==> src/rtl/core/cgtr_pkg.sv <==
// Shared types, constants and font table of the clipped glyph text rasterizer.
`timescale 1ns / 1ps
`default_nettype none
package cgtr_pkg;

  localparam int FRAME_W_DEF = 1024;
  localparam int FRAME_H_DEF = 1024;

  localparam int CFG_DW = 24;
  localparam int CFG_IW = 3;

  localparam logic [CFG_IW-1:0] REG_START_X     = 3'd0;
  localparam logic [CFG_IW-1:0] REG_START_Y     = 3'd1;
  localparam logic [CFG_IW-1:0] REG_CLIP_LEFT   = 3'd2;
  localparam logic [CFG_IW-1:0] REG_CLIP_TOP    = 3'd3;
  localparam logic [CFG_IW-1:0] REG_CLIP_WIDTH  = 3'd4;
  localparam logic [CFG_IW-1:0] REG_CLIP_HEIGHT = 3'd5;
  localparam logic [CFG_IW-1:0] REG_TEXT_RGB    = 3'd6;

  localparam logic [23:0] TEXT_RGB_RST = 24'hECF0F8;

  localparam logic [16:0] GLYPH_ADVANCE = 17'd6;
  localparam logic [2:0]  GLYPH_LAST_COL = 3'd4;
  localparam logic [2:0]  GLYPH_LAST_ROW = 3'd6;
  localparam logic [7:0]  CODE_SPACE = 8'h20;
  localparam logic [7:0]  ALPHA_OPAQUE = 8'hFF;

  localparam int JQ_DEPTH = 2;  // power of two
  localparam int JQ_AW    = $clog2(JQ_DEPTH);

  // row 0 first; within a row bit 4 is the leftmost column
  typedef logic [0:6][4:0] glyph_t;

  typedef struct packed {
    logic [7:0] char_code;
    logic       first;
  } in_item_t;

  typedef struct packed {
    logic        is_pixel;
    logic [11:0] pixel_x;
    logic [11:0] pixel_y;
    logic [31:0] pixel_rgba;
    logic [15:0] glyph_total;
    logic        halted;
    logic        last_of_char;
  } out_item_t;

  typedef struct packed {
    logic [15:0] start_x;
    logic [15:0] start_y;
    logic [11:0] clip_left;
    logic [11:0] clip_top;
    logic [12:0] clip_width;
    logic [12:0] clip_height;
    logic [23:0] text_rgb;
  } cfg_t;

  // one classified character handed from front to back
  typedef struct packed {
    glyph_t      glyph;
    logic [16:0] pen;
    logic        draw;
    logic [15:0] total;
    logic        halted;
  } job_t;

  // full 13-bit width on a 12-bit edge needs 14 bits
  function automatic logic [13:0] clip_right(input cfg_t c);
    clip_right = {2'b0, c.clip_left} + {1'b0, c.clip_width};
  endfunction

  function automatic logic [13:0] clip_bottom(input cfg_t c);
    clip_bottom = {2'b0, c.clip_top} + {1'b0, c.clip_height};
  endfunction

  // case fold, then font lookup; unknown codes give '?'
  function automatic glyph_t font_glyph(input logic [7:0] code);
    logic [7:0] uc;
    uc = (code >= 8'h61 && code <= 8'h7A) ? code - 8'h20 : code;
    unique case (uc)
      8'h20: font_glyph = {5'd0, 5'd0, 5'd0, 5'd0, 5'd0, 5'd0, 5'd0};
      8'h41: font_glyph = {5'd14, 5'd17, 5'd17, 5'd31, 5'd17, 5'd17, 5'd17};
      8'h42: font_glyph = {5'd30, 5'd17, 5'd17, 5'd30, 5'd17, 5'd17, 5'd30};
      8'h43: font_glyph = {5'd14, 5'd17, 5'd16, 5'd16, 5'd16, 5'd17, 5'd14};
      8'h44: font_glyph = {5'd30, 5'd17, 5'd17, 5'd17, 5'd17, 5'd17, 5'd30};
      8'h45: font_glyph = {5'd31, 5'd16, 5'd16, 5'd30, 5'd16, 5'd16, 5'd31};
      8'h46: font_glyph = {5'd31, 5'd16, 5'd16, 5'd30, 5'd16, 5'd16, 5'd16};
      8'h47: font_glyph = {5'd14, 5'd17, 5'd16, 5'd23, 5'd17, 5'd17, 5'd15};
      8'h48: font_glyph = {5'd17, 5'd17, 5'd17, 5'd31, 5'd17, 5'd17, 5'd17};
      8'h49: font_glyph = {5'd31, 5'd4, 5'd4, 5'd4, 5'd4, 5'd4, 5'd31};
      8'h4A: font_glyph = {5'd7, 5'd2, 5'd2, 5'd2, 5'd18, 5'd18, 5'd12};
      8'h4B: font_glyph = {5'd17, 5'd18, 5'd20, 5'd24, 5'd20, 5'd18, 5'd17};
      8'h4C: font_glyph = {5'd16, 5'd16, 5'd16, 5'd16, 5'd16, 5'd16, 5'd31};
      8'h4D: font_glyph = {5'd17, 5'd27, 5'd21, 5'd21, 5'd17, 5'd17, 5'd17};
      8'h4E: font_glyph = {5'd17, 5'd25, 5'd21, 5'd19, 5'd17, 5'd17, 5'd17};
      8'h4F: font_glyph = {5'd14, 5'd17, 5'd17, 5'd17, 5'd17, 5'd17, 5'd14};
      8'h50: font_glyph = {5'd30, 5'd17, 5'd17, 5'd30, 5'd16, 5'd16, 5'd16};
      8'h51: font_glyph = {5'd14, 5'd17, 5'd17, 5'd17, 5'd21, 5'd18, 5'd13};
      8'h52: font_glyph = {5'd30, 5'd17, 5'd17, 5'd30, 5'd20, 5'd18, 5'd17};
      8'h53: font_glyph = {5'd15, 5'd16, 5'd16, 5'd14, 5'd1, 5'd1, 5'd30};
      8'h54: font_glyph = {5'd31, 5'd4, 5'd4, 5'd4, 5'd4, 5'd4, 5'd4};
      8'h55: font_glyph = {5'd17, 5'd17, 5'd17, 5'd17, 5'd17, 5'd17, 5'd14};
      8'h56: font_glyph = {5'd17, 5'd17, 5'd17, 5'd17, 5'd17, 5'd10, 5'd4};
      8'h57: font_glyph = {5'd17, 5'd17, 5'd17, 5'd21, 5'd21, 5'd21, 5'd10};
      8'h58: font_glyph = {5'd17, 5'd17, 5'd10, 5'd4, 5'd10, 5'd17, 5'd17};
      8'h59: font_glyph = {5'd17, 5'd17, 5'd10, 5'd4, 5'd4, 5'd4, 5'd4};
      8'h5A: font_glyph = {5'd31, 5'd1, 5'd2, 5'd4, 5'd8, 5'd16, 5'd31};
      8'h30: font_glyph = {5'd14, 5'd17, 5'd19, 5'd21, 5'd25, 5'd17, 5'd14};
      8'h31: font_glyph = {5'd4, 5'd12, 5'd4, 5'd4, 5'd4, 5'd4, 5'd14};
      8'h32: font_glyph = {5'd14, 5'd17, 5'd1, 5'd2, 5'd4, 5'd8, 5'd31};
      8'h33: font_glyph = {5'd30, 5'd1, 5'd1, 5'd14, 5'd1, 5'd1, 5'd30};
      8'h34: font_glyph = {5'd2, 5'd6, 5'd10, 5'd18, 5'd31, 5'd2, 5'd2};
      8'h35: font_glyph = {5'd31, 5'd16, 5'd16, 5'd30, 5'd1, 5'd1, 5'd30};
      8'h36: font_glyph = {5'd14, 5'd16, 5'd16, 5'd30, 5'd17, 5'd17, 5'd14};
      8'h37: font_glyph = {5'd31, 5'd1, 5'd2, 5'd4, 5'd8, 5'd8, 5'd8};
      8'h38: font_glyph = {5'd14, 5'd17, 5'd17, 5'd14, 5'd17, 5'd17, 5'd14};
      8'h39: font_glyph = {5'd14, 5'd17, 5'd17, 5'd15, 5'd1, 5'd1, 5'd14};
      8'h2D: font_glyph = {5'd0, 5'd0, 5'd0, 5'd31, 5'd0, 5'd0, 5'd0};
      8'h5F: font_glyph = {5'd0, 5'd0, 5'd0, 5'd0, 5'd0, 5'd0, 5'd31};
      8'h2E: font_glyph = {5'd0, 5'd0, 5'd0, 5'd0, 5'd0, 5'd12, 5'd12};
      8'h3A: font_glyph = {5'd0, 5'd12, 5'd12, 5'd0, 5'd12, 5'd12, 5'd0};
      default: font_glyph = {5'd14, 5'd17, 5'd1, 5'd2, 5'd4, 5'd0, 5'd4};
    endcase
  endfunction

endpackage
`default_nettype wire

==> src/rtl/core/cgtr_front.sv <==
// Front end: takes characters, tracks pen, count and stop, emits classified jobs.
`timescale 1ns / 1ps
`default_nettype none
module cgtr_front (
  input  wire              clk,
  input  wire              rst_n,
  input  wire cgtr_pkg::cfg_t   cfg,
  input  wire              in_push,
  input  wire cgtr_pkg::in_item_t in_item,
  output logic             in_full,
  input  wire              q_full,
  output logic             q_push,
  output cgtr_pkg::job_t   q_job
);

  logic [16:0] pen_r, pen_nxt;
  logic [15:0] cnt_r, cnt_nxt;
  logic        stop_r, stop_nxt;

  logic [16:0] pen_eff;
  logic [15:0] cnt_eff;
  logic        stop_eff, stop_new, counts;

  assign in_full = q_full;
  assign q_push  = in_push && !q_full;

  always_comb begin
    pen_eff  = in_item.first ? {1'b0, cfg.start_x} : pen_r;
    cnt_eff  = in_item.first ? 16'd0 : cnt_r;
    stop_eff = in_item.first ? 1'b0 : stop_r;
    stop_new = stop_eff
            || (pen_eff >= {3'd0, cgtr_pkg::clip_right(cfg)})
            || (cfg.start_y >= {2'd0, cgtr_pkg::clip_bottom(cfg)});
    counts   = !stop_new && (in_item.char_code != cgtr_pkg::CODE_SPACE)
            && (cnt_eff != 16'hFFFF);
    cnt_nxt  = counts ? cnt_eff + 16'd1 : cnt_eff;
    pen_nxt  = stop_new ? pen_eff : pen_eff + cgtr_pkg::GLYPH_ADVANCE;
    stop_nxt = stop_new;

    q_job.glyph  = cgtr_pkg::font_glyph(in_item.char_code);
    q_job.pen    = pen_eff;
    q_job.draw   = !stop_new;
    q_job.total  = cnt_nxt;
    q_job.halted = stop_new;
  end

  always_ff @(posedge clk) begin
    if (!rst_n) begin
      pen_r  <= '0;
      cnt_r  <= '0;
      stop_r <= 1'b0;
    end else if (q_push) begin
      pen_r  <= pen_nxt;
      cnt_r  <= cnt_nxt;
      stop_r <= stop_nxt;
    end
  end

endmodule
`default_nettype wire

==> src/rtl/core/cgtr_jobq.sv <==
// Short job queue between the front end and the pixel scanner.
`timescale 1ns / 1ps
`default_nettype none
module cgtr_jobq (
  input  wire            clk,
  input  wire            rst_n,
  input  wire            push,
  input  wire cgtr_pkg::job_t push_job,
  output logic           full,
  input  wire            pop,
  output cgtr_pkg::job_t pop_job,
  output logic           empty
);

  localparam int AW = cgtr_pkg::JQ_AW;

  cgtr_pkg::job_t mem_r [cgtr_pkg::JQ_DEPTH];
  logic [AW-1:0]  wp_r, rp_r;
  logic [AW:0]    cnt_r, cnt_nxt;

  assign full    = (cnt_r == (AW+1)'(cgtr_pkg::JQ_DEPTH));
  assign empty   = (cnt_r == '0);
  assign pop_job = mem_r[rp_r];

  always_comb begin
    cnt_nxt = cnt_r;
    if (push && !pop) cnt_nxt = cnt_r + 1'b1;
    else if (pop && !push) cnt_nxt = cnt_r - 1'b1;
  end

  always_ff @(posedge clk) begin
    if (push) mem_r[wp_r] <= push_job;
  end

  always_ff @(posedge clk) begin
    if (!rst_n) begin
      wp_r  <= '0;
      rp_r  <= '0;
      cnt_r <= '0;
    end else begin
      if (push) wp_r <= wp_r + 1'b1;
      if (pop) rp_r <= rp_r + 1'b1;
      cnt_r <= cnt_nxt;
    end
  end

endmodule
`default_nettype wire

==> src/rtl/core/cgtr_back.sv <==
// Back end: scans the 5x7 cell of each drawn job, emits clipped pixels and the closing item.
`timescale 1ns / 1ps
`default_nettype none
module cgtr_back #(
  parameter int FRAME_WIDTH  = cgtr_pkg::FRAME_W_DEF,
  parameter int FRAME_HEIGHT = cgtr_pkg::FRAME_H_DEF
) (
  input  wire                 clk,
  input  wire                 rst_n,
  input  wire cgtr_pkg::cfg_t cfg,
  input  wire                 q_empty,
  input  wire cgtr_pkg::job_t q_job,
  output logic                q_pop,
  output logic                out_empty,
  input  wire                 out_pop,
  output cgtr_pkg::out_item_t out_item
);

  localparam logic [1:0] ST_IDLE  = 2'd0;
  localparam logic [1:0] ST_SCAN  = 2'd1;
  localparam logic [1:0] ST_CLOSE = 2'd2;

  logic [1:0]          state_r, state_nxt;
  cgtr_pkg::job_t      job_r;
  logic [2:0]          row_r, row_nxt, col_r, col_nxt;
  logic                vld_r, vld_nxt;
  cgtr_pkg::out_item_t out_r, out_nxt;

  logic        adv, take, lit;
  logic [17:0] px;
  logic [16:0] py;

  assign adv       = !vld_r || out_pop;
  assign out_empty = !vld_r;
  assign out_item  = out_r;

  always_comb begin
    px  = {1'b0, job_r.pen} + {15'd0, col_r};
    py  = {1'b0, cfg.start_y} + {14'd0, row_r};
    lit = job_r.glyph[row_r][cgtr_pkg::GLYPH_LAST_COL - col_r]
       && (py < {3'd0, cgtr_pkg::clip_bottom(cfg)})
       && (px < {4'd0, cgtr_pkg::clip_right(cfg)})
       && (px >= {6'd0, cfg.clip_left})
       && (py >= {5'd0, cfg.clip_top})
       && (px < 18'(FRAME_WIDTH))
       && (py < 17'(FRAME_HEIGHT));
  end

  always_comb begin
    state_nxt = state_r;
    row_nxt   = row_r;
    col_nxt   = col_r;
    vld_nxt   = vld_r && !out_pop;
    out_nxt   = out_r;
    take      = 1'b0;

    unique case (state_r)
      ST_SCAN: begin
        if (adv) begin
          if (lit) begin
            vld_nxt              = 1'b1;
            out_nxt.is_pixel     = 1'b1;
            out_nxt.pixel_x      = px[11:0];
            out_nxt.pixel_y      = py[11:0];
            out_nxt.pixel_rgba   = {cfg.text_rgb, cgtr_pkg::ALPHA_OPAQUE};
            out_nxt.glyph_total  = job_r.total;
            out_nxt.halted       = 1'b0;
            out_nxt.last_of_char = 1'b0;
          end
          if (col_r == cgtr_pkg::GLYPH_LAST_COL) begin
            col_nxt = '0;
            if (row_r == cgtr_pkg::GLYPH_LAST_ROW) state_nxt = ST_CLOSE;
            else row_nxt = row_r + 3'd1;
          end else begin
            col_nxt = col_r + 3'd1;
          end
        end
      end
      ST_CLOSE: begin
        if (adv) begin
          vld_nxt              = 1'b1;
          out_nxt.is_pixel     = 1'b0;
          out_nxt.pixel_x      = '0;
          out_nxt.pixel_y      = '0;
          out_nxt.pixel_rgba   = '0;
          out_nxt.glyph_total  = job_r.total;
          out_nxt.halted       = job_r.halted;
          out_nxt.last_of_char = 1'b1;
          take                 = !q_empty;
          state_nxt            = ST_IDLE;
        end
      end
      default: begin
        take = !q_empty;
      end
    endcase

    if (take) begin
      row_nxt   = '0;
      col_nxt   = '0;
      state_nxt = q_job.draw ? ST_SCAN : ST_CLOSE;
    end
  end

  assign q_pop = take;

  always_ff @(posedge clk) begin
    out_r <= out_nxt;
    row_r <= row_nxt;
    col_r <= col_nxt;
    if (take) job_r <= q_job;
  end

  always_ff @(posedge clk) begin
    if (!rst_n) begin
      state_r <= ST_IDLE;
      vld_r   <= 1'b0;
    end else begin
      state_r <= state_nxt;
      vld_r   <= vld_nxt;
    end
  end

endmodule
`default_nettype wire

==> src/rtl/core/clipped_glyph_text_rasterizer.sv <==
// Top level of the clipped glyph text rasterizer: config registers, front, job queue, back.
// Usage:
//  - Input channel (in_push / in_full / in_item): one character item per accepted
//    push. first=1 reloads the pen from start_x and clears the count and stop flag.
//  - Result channel (out_empty / out_pop / out_item): queue-like; the oldest item
//    sits on out_item while out_empty is low and leaves on out_pop.
//    Each character gives its clipped pixel writes in row-major order, then one
//    closing item with last_of_char set, the glyph count and the stop flag.
//  - Config port: cfg_we writes cfg_data to register cfg_index at the clock edge.
//    Write only while no characters are in flight.
// Timing:
//  - The front end classifies a character in its accept cycle; the earliest
//    result reaches out_item through the job queue, the job register and the output register.
//  - The back end walks all 35 glyph cells, one per cycle while the output is not
//    stalled, then the closing item; a stopped character gets only the closing item.
//    The scanner sets the rate; a two-entry job queue lets input keep flowing meanwhile.
//  - When the receiver stalls, the output register holds and the scanner waits;
//    the queue then fills and in_full rises.
// Reset (rst_n low, synchronous): queues empty, pen, count and stop cleared,
// config back to its defaults (text color 0xECF0F8, everything else 0).
`timescale 1ns / 1ps
`default_nettype none
module clipped_glyph_text_rasterizer #(
  parameter int FRAME_WIDTH  = cgtr_pkg::FRAME_W_DEF,
  parameter int FRAME_HEIGHT = cgtr_pkg::FRAME_H_DEF
) (
  input  wire                          clk,
  input  wire                          rst_n,
  input  wire                          in_push,
  input  wire cgtr_pkg::in_item_t      in_item,
  output logic                         in_full,
  output logic                         out_empty,
  input  wire                          out_pop,
  output cgtr_pkg::out_item_t          out_item,
  input  wire                          cfg_we,
  input  wire [cgtr_pkg::CFG_IW-1:0]   cfg_index,
  input  wire [cgtr_pkg::CFG_DW-1:0]   cfg_data
);

  cgtr_pkg::cfg_t cfg_r;

  // job hand-off between front and back
  logic           fq_push, fq_full, bq_pop, bq_empty;
  cgtr_pkg::job_t fq_job, bq_job;

  always_ff @(posedge clk) begin
    if (!rst_n) begin
      cfg_r.start_x     <= '0;
      cfg_r.start_y     <= '0;
      cfg_r.clip_left   <= '0;
      cfg_r.clip_top    <= '0;
      cfg_r.clip_width  <= '0;
      cfg_r.clip_height <= '0;
      cfg_r.text_rgb    <= cgtr_pkg::TEXT_RGB_RST;
    end else if (cfg_we) begin
      unique case (cfg_index)
        cgtr_pkg::REG_START_X:     cfg_r.start_x     <= cfg_data[15:0];
        cgtr_pkg::REG_START_Y:     cfg_r.start_y     <= cfg_data[15:0];
        cgtr_pkg::REG_CLIP_LEFT:   cfg_r.clip_left   <= cfg_data[11:0];
        cgtr_pkg::REG_CLIP_TOP:    cfg_r.clip_top    <= cfg_data[11:0];
        cgtr_pkg::REG_CLIP_WIDTH:  cfg_r.clip_width  <= cfg_data[12:0];
        cgtr_pkg::REG_CLIP_HEIGHT: cfg_r.clip_height <= cfg_data[12:0];
        cgtr_pkg::REG_TEXT_RGB:    cfg_r.text_rgb    <= cfg_data[23:0];
        default: ;  // unmapped index, ignored
      endcase
    end
  end

  cgtr_front u_front (
    .clk     (clk),
    .rst_n   (rst_n),
    .cfg     (cfg_r),
    .in_push (in_push),
    .in_item (in_item),
    .in_full (in_full),
    .q_full  (fq_full),
    .q_push  (fq_push),
    .q_job   (fq_job)
  );

  cgtr_jobq u_jobq (
    .clk      (clk),
    .rst_n    (rst_n),
    .push     (fq_push),
    .push_job (fq_job),
    .full     (fq_full),
    .pop      (bq_pop),
    .pop_job  (bq_job),
    .empty    (bq_empty)
  );

  cgtr_back #(
    .FRAME_WIDTH  (FRAME_WIDTH),
    .FRAME_HEIGHT (FRAME_HEIGHT)
  ) u_back (
    .clk       (clk),
    .rst_n     (rst_n),
    .cfg       (cfg_r),
    .q_empty   (bq_empty),
    .q_job     (bq_job),
    .q_pop     (bq_pop),
    .out_empty (out_empty),
    .out_pop   (out_pop),
    .out_item  (out_item)
  );

endmodule
`default_nettype wire
==> config.mk <==
export PLATFORM = sky130hd
export DESIGN_NAME = clipped_glyph_text_rasterizer
export DESIGN_NICKNAME = d
export VERILOG_FILES = /design/src/rtl/core/cgtr_pkg.sv /design/src/rtl/core/cgtr_front.sv /design/src/rtl/core/cgtr_jobq.sv /design/src/rtl/core/cgtr_back.sv /design/src/rtl/core/clipped_glyph_text_rasterizer.sv
export SDC_FILE = /design/constraint.sdc
export NUM_CORES = 1
export LEC_CHECK = 0
export ABC_AREA = 1
export BUFFER_PORTS_ARGS = -buffer_cell sky130_fd_sc_hd__buf_2
export CAP_MARGIN = 10
export CORE_ASPECT_RATIO = 1.1
export CORE_MARGIN = 1.5
export CORE_UTILIZATION = 45
export DETAILED_ROUTE_END_ITERATION = 6
export GPL_ROUTABILITY_DRIVEN = 0
export SYNTH_ARGS = -nofsm -noshare
export SYNTH_HDL_FRONTEND = slang
export SYNTH_MEMORY_MAX_BITS = 65536
export SYNTH_SLANG_ARGS = --single-unit
==> constraint.sdc <==
create_clock -name clk -period 7.6 [get_ports clk]
set_clock_uncertainty 0.1 [all_clocks]
set_input_delay 0.76 -clock clk [delete_from_list [all_inputs] [get_ports clk]]
set_output_delay 0.76 -clock clk [all_outputs]
set_load 0.01 [all_outputs]
Yosys cells after proc, flatten, opt, wreduce, memory -nomap -nowiden
Memory sizes are Yosys's and may differ from the RTL's. A register that Yosys moved wholly into a read port is not among the register bits.
Cells that the tools add are included.
{ "word_totals": {"regBits": 297, "elab_cells": 159, "memories": 2, "out_inout_bits": 77, "latch_bits": 0, "romBits": 4480, "ram_bits": 140} }
{ "memory_table": {"columns": ["name", "depth", "width", "read_ports", "rd_clocked_by_memory_dff", "wr", "line_no", "source"], "rows": [
  ["(name not given)", 128, 35, 1, 0, 0, "cgtr_pkg.sv:81", "unique case (uc)"],
  ["u_jobq.mem_r", 2, 70, 1, 1, 1, "cgtr_jobq.sv:17", "cgtr_pkg::job_t mem_r [cgtr_pkg::JQ_DEPTH];"]
]} }
{ "op_classes": {"n_bitwise": 2, "div": 0, "n_lt_le_gt_ge": 12, "shifts": 0, "add_sub_neg": 14, "eq_ne": 20, "n_reduce_logical": 39, "mux": 36, "mul": 0} }
{ "ops": {"columns": ["cell", "n"], "rows": [
  ["2-to-1 mux 75 bit", 3],
  ["case mux 75 bit (2 select lines)", 1],
  ["2-to-1 mux 35 bit", 1],
  ["2-to-1 mux 17 bit", 2],
  ["2-to-1 mux 16 bit", 2],
  ["adder 12 x 13 -> 14 bit", 2],
  ["adder 17 x 3 -> 18 bit", 1],
  [">= comparator 18 x 12 -> 1 bit", 1],
  ["less-than comparator 18 x 11 -> 1 bit, second input constant", 1],
  ["less-than comparator 18 x 14 -> 1 bit", 1],
  ["adder 16 x 3 -> 17 bit", 1],
  ["adder 17 x 3 -> 17 bit, second input constant", 1],
  [">= comparator 17 x 12 -> 1 bit", 1],
  [">= comparator 17 x 14 -> 1 bit", 1],
  ["less-than comparator 17 x 11 -> 1 bit, second input constant", 1],
  ["less-than comparator 17 x 14 -> 1 bit", 1],
  ["adder 16 x 1 -> 16 bit, second input constant", 1],
  [">= comparator 16 x 14 -> 1 bit", 1],
  ["2-to-1 mux 2 bit", 8],
  ["!= test 16 bit, second input constant", 1],
  ["AND reduction 2 bit", 8],
  ["binary-select mux 5 bit (select 3 bit)", 1],
  ["== test 3 bit, second input constant", 5],
  ["logical AND 1 bit", 13],
  ["34 further kinds", 64]
]} }

Depth between registers and ports, before layout
{ "logic_depth": {"depth_word": 15, "depth_mapped": 27, "mapped_depth_nobuf": 27} }

Modules after synthesis
A second synthesis with hierarchy kept.
{ "unflattened": {"hier_cells": 2908, "hier_area_um2": 24915.1} }
{ "by_module_without_submodules": {"columns": ["mod", "seq_area_each_um2", "cells_per_inst", "area_per_inst_um2", "n_inst"], "rows": [
  ["cgtr_back", 4264.1, 969, 8794.7, 1],
  ["cgtr_front", 680.7, 1088, 6276.0, 1],
  ["cgtr_jobq", 4304.1, 253, 5634.2, 1],
  ["clipped_glyph_text_rasterizer", 2122.0, 598, 4210.3, 1]
]} }

Least setup slack after synthesis
OpenSTA, ideal clock, no wires.
{ "synth_timing": {"kind": "flip-flop to flip-flop", "start": "register cfg_r[62] in the netlist's numbering", "end": "register u_back.out_r, in the netlist u_back.out_item[0] (enable)", "setup_ps": 521, "t_arrival_ps": 6242, "n_path_buf": 0, "t_required_ps": 6979, "path_slack_ps": 738, "stages_incl_launch_ff": 26, "path_cell_list": "dfxtp_1 > ha_1 > inv_1 > fa_1 > inv_1 > a31oi_1 > o21ai_0 > nand2_1 > nand2_1 > a21o_1 > nand2_1 > nand2_1 > a21oi_1 > xor2_1 > ha_1 > nand2_1 > nor2_1 > nor3b_1 > nand3_1 > nor2_1 > o21ai_0 > nor2_1 > nand2_1 > nor2_1 > nand2_1 > a22oi_1"} }
{ "synth_between": {"elab_chain_cells": 9} }
{ "synth_rtl": {"columns": ["item", "line_no", "source"], "rows": [
  ["start: declaration", "clipped_glyph_text_rasterizer.sv:40", "cgtr_pkg::cfg_t cfg_r;"],
  ["adder 12 x 13 -> 14 bit", "cgtr_pkg.sv:70", "clip_right = {2'b0, c.clip_left} + {1'b0, c.clip_width};"],
  ["less-than comparator 18 x 14 -> 1 bit", "cgtr_back.sv:42", "&& (px < {4'd0, cgtr_pkg::clip_right(cfg)})"],
  ["logical AND 1 bit", "cgtr_back.sv:42", null],
  ["logical AND 1 bit (*)", "cgtr_back.sv:43", "&& (px >= {6'd0, cfg.clip_left})"],
  ["logical AND 1 bit (*)", "cgtr_back.sv:44", "&& (py >= {5'd0, cfg.clip_top})"],
  ["logical AND 1 bit (*)", "cgtr_back.sv:45", "&& (px < 18'(FRAME_WIDTH))"],
  ["logical AND 1 bit (*)", "cgtr_back.sv:46", "&& (py < 17'(FRAME_HEIGHT));"],
  ["!= test 2 x 1 -> 1 bit (no source line) (*)", null, null],
  ["AND reduction 4 bit (no source line) (*)", null, null],
  ["end signal: assignment", "cgtr_back.sv:108", "out_r <= out_nxt;"],
  ["end: declaration", "cgtr_back.sv:27", "cgtr_pkg::out_item_t out_r, out_nxt;"]
]} }
Every way passes the cells marked *; elsewhere a longest branch is shown, timed or not.
A chain may end at the register's enable or synchronous reset.

Worst setup path after layout
{ "layout_timing": {"start": "register u_back.row_r[1]", "end": "register u_back.out_r, in the netlist u_back.out_item[0] (enable)"} }
{ "layout_lines": {"columns": ["item", "line_no", "source"], "rows": [
  ["start: declaration", "cgtr_back.sv:25", "logic [2:0] row_r, row_nxt, col_r, col_nxt;"],
  ["start signal: assignment", "cgtr_back.sv:109", "row_r <= row_nxt;"],
  ["adder 16 x 3 -> 17 bit (*)", "cgtr_back.sv:39", "py = {1'b0, cfg.start_y} + {14'd0, row_r};"],
  ["via u_back.py[4]", "cgtr_back.sv:31", "logic [16:0] py;"],
  ["less-than comparator 17 x 14 -> 1 bit", "cgtr_back.sv:41", "&& (py < {3'd0, cgtr_pkg::clip_bottom(cfg)})"],
  ["logical AND 1 bit", "cgtr_back.sv:41", null],
  ["logical AND 1 bit", "cgtr_back.sv:42", null],
  ["logical AND 1 bit", "cgtr_back.sv:43", null],
  ["logical AND 1 bit", "cgtr_back.sv:44", null],
  ["logical AND 1 bit", "cgtr_back.sv:45", null],
  ["logical AND 1 bit (*)", "cgtr_back.sv:46", null],
  ["!= test 2 x 1 -> 1 bit (no source line) (*)", null, null],
  ["AND reduction 4 bit (no source line) (*)", null, null]
]} }
Mark *: on every way through the listed nets, which the timed path passes. The rest lies on a longest branch. The select of a mux whose other input is x is not followed.

==> impl_metrics.yaml <==
clock_tree:
  htree_levels: 2
  cts_buffers: 45
  cts.clk_slew.worst_paths_ps: 60
  clock-root-buffer: "clkbuf_16"
  cts_setup_buffers: 0
  cts_repair_resize_count: 0
  cts_tree: "yes"
  clk_latency_ps: 600
  cts_buffer_depth: 3
  clkSinkCount: 430
  cts_hold_buf: 0
global_route:
  grt_pass1_vias: 17210
  grt.total_usage: 0.2300
  busiest_layer: "met2"
  grt_pass1_wl_um: 93400
  antenna_found_initial: 0
  grtUsageMet3: 0.02672
  grtUsageMet2: 0.4024
  grt_max_degree: 78
  grt_overflow: 0
  use_met1: 0.2859
timing:
  grt_setup_unrepaired: "no"
  worstMarginPinSlew_ps: 1164
  finalSetupTns_ps: 0
  max_slew_margin: 0.2232
  setup_slack_ps: 1969
  setup_viol: 0
  slew_violations: 0
  fin_crit_sh: 0.7409
  report.final.hold_viol_count: 0
  fmax_ghz: 0.1776
  period_needed_ps: 5631
routing:
  routed_wl_um: 59800
  wl_per_cell_um: 17.93
  drt-pass1-iter-count: 5
  route.vias.total: 17960
  final_antenna_net_count: 0
  drtIter0Drc: 1421
  via_per_inst: 5.385
  drc_errors: 0
place:
  place_ws_ps: 1946
  portBuffers: 117
  hpwl_um: 41880
critical_path:
  crit_family: "buffers and inverters"
  worstPathArrival_ps: 5780
  critical_path.most_common_cell: "nand2_1"
  required_ps: 7750
  path_cells: "clkinv_1, fa_1, inv_1, nand3_1, nand2_1, xor2_1, inv_1, ha_1, nand2_1, nor2_1, nand2_1, o21bai_1, nor2_1, nand2_1, nor2_1, nand4_1, nand2_1, nor2_1, nand2_1, a22oi_2, buf_12"
  worstSetupPathType: "reg -> reg"
  worstSetupEndpointType: "flop"
  crit_path_max_incr_delay_ps: 830
  critPathLaunchType: "flop"
  crit_buf_inv: 4
  critPathMaxFanout: 53
  slowest_stage: "a22oi_2"
floorplanning:
  top_level_ports: 118
  start_util: 0.4549
  fp.dieArea_mm2: 0.05184
  core_mm2: 0.04993
  die_h_um: 238.6
  dieWidth_um: 217.2
  rows: 86
cells_and_area:
  area_growth_syn_to_layout_pct: 11.98
  utilization: 0.5094
  drive_gt1_frac: 0.1234
  antennaDiodeCount: 0
  nets: 2809
yosys:
  async_flop_share: 0
  ys_seq_area_frac: 0.5006
  synth_fp_nets: 2732
  synth_edf_count: 276
  synth_cells: 2561
  avgSynthCellArea_um2: 8.869
  synth_seq_cells: 430
  ys_warn_count: 0
  ys_types: 62
  syn_area_mm2: 0.02271
  synth_flop_cell: "edfxtp_1"
power:
  peakVddDrop_mv: 0.2411
  p_comb_frac: 0.264
  p_sw_frac: 0.3224
  p_seq_frac: 0.437
  clkPwrFrac: 0.299
  power_density_mw_per_mm2: 312.6
  internal_power_mw: 5.388
  p_sw_mw: 2.564
  leakagePower_nw: 10.80
  power.total_mw: 7.952
job:
  cap_violations: 0
hold_path:
  hold_class: "in -> reg"
status:
  status: "finished clean"
-- layout make-up --
cell class / instances / area [um2]
clock buffers: 57 / 1211
clock inverters: 27 / 381.6
fillers: 4674 / 24490
inverters: 328 / 1236
multi-input cells: 1697 / 9659
flip-flops and latches: 430 / 11370
well taps: 660 / 825.8
repair buffers: 136 / 748.2
-- power by group through the flow --
stage                     Sequential (mW)  Clock, mW  Combinational (mW)
after floorplan                      3.61          0                1.32
after global placement               3.52          0                2.08
after detailed placement             3.53          0                2.12
after CTS                            3.49       2.43                2.13
after global routing                 3.53       2.51                2.36
final                                3.48       2.37                2.10
-- metal layers --
metal,wire length [um],vias up,share of wire
met1,24880,8448,0.42
met5,0,-,0
li1,-,8766,-
met4,2402,0,0.040
met3,3172,146,0.053
met2,29350,600,0.49
-- final timing paths --
check | startpoint | endpoint | slack (ps) | depth (start not counted)
worst min-delay path | cfg_data[18] | cfg_r[18]$_SDFFE_PN1P_ | 300 | 3
worst max register to register | u_back.row_r[1]$_SDFFE_PN0P_ | u_back.out_item[0]$_DFFE_PP_ | 1970 | 21
worst min register to register | u_back.job_r[3]$_DFFE_PN_ | u_back.out_item[4]$_DFFE_PP_ | 320 | 0
worst max-delay path | u_back.row_r[1]$_SDFFE_PN0P_ | u_back.out_item[0]$_DFFE_PP_ | 1970 | 21
-- worst reg2reg max path, stage by stage (launching register included) --
cell      delay [ps]
dfxtp_1          700
clkinv_1         520
fa_1             570
inv_1            100
nand3_1           70
nand2_1          200
xor2_1           340
inv_1            120
ha_1             310
nand2_1           90
nor2_1           140
nand2_1           70
o21bai_1         200
nor2_1            60
nand2_1           60
nor2_1            40
nand4_1           90
nand2_1           60
nor2_1            80
nand2_1          100
a22oi_2          830
buf_12           390
-- flip-flops by register name, summed over array words and instances, names as in the netlist, named ones only --
register	flops
u_back.out_item	67
u_jobq.mem_r	140
u_front.stop_r	1
u_back.vld_r	1
u_back.state_r	2
cfg_r	106
u_back.job_r	69
u_back.col_r	3
u_jobq.wp_r	1
u_front.cnt_r	16
u_back.row_r	3
u_jobq.cnt_r	2
u_jobq.rp_r	1
u_front.pen_r	17
-- per-stage QoR --
stage / area, um2 / instances / hold slack (ps)
after floorplan: 22710 / 2561 / 300.3
after global placement: 23830 / 3250 / 300.8
after detailed placement: 23830 / 3250 / 304.5
after CTS: 25420 / 3334 / 268.9
after global routing: 25430 / 3335 / 289.1
final: 25430 / 3335 / 295.1
-- cell usage after synthesis (all sizes together), types with 6 or more instances --
cell type / instances / area, um2
nor2: 325 / 1237
nand3: 127 / 648.1
ha: 126 / 1577
a21oi: 172 / 883.4
clkbuf: 72 / 270.3
nand2: 434 / 1644
edfxtp: 276 / 8288
o211ai: 22 / 170.2
xor2: 47 / 411.6
a31oi: 13 / 81.33
buf: 34 / 211.5
nand4: 51 / 319.1
inv: 325 / 1225
mux2: 69 / 777.0
dfxtp: 154 / 3083
o21ai: 193 / 988.4
or2: 17 / 106.4
nor3: 32 / 170.2
xnor2: 11 / 96.34
nor4: 6 / 43.79
-- cells by family (layout without fill, tap and decap cells) --
kind of cell | count (synthesis) | in the layout | share of synthesized area
mux | 69 | 69 | 0.03421
xor+xnor | 58 | 58 | 0.02236
buf+inv | 434 | 548 | 0.07563
simple gates | 1000 | 1000 | 0.1861
flops | 430 | 430 | 0.5006
fa+ha+maj | 130 | 130 | 0.07293
compound gates | 440 | 440 | 0.1082
-- cell usage in the layout (no fill, tap or decap), types with 51 or more instances in the layout --
cell        n
edfxtp_1  276
a21oi_1   170
buf_2     117
inv_1     313
o21ai_0   184
nor2_1    317
nand2_1   430
nand3_1   126
dfxtp_1   153
nand4_1    51
mux2_2     69
ha_1      125
Power figures use the tool's default switching activity.
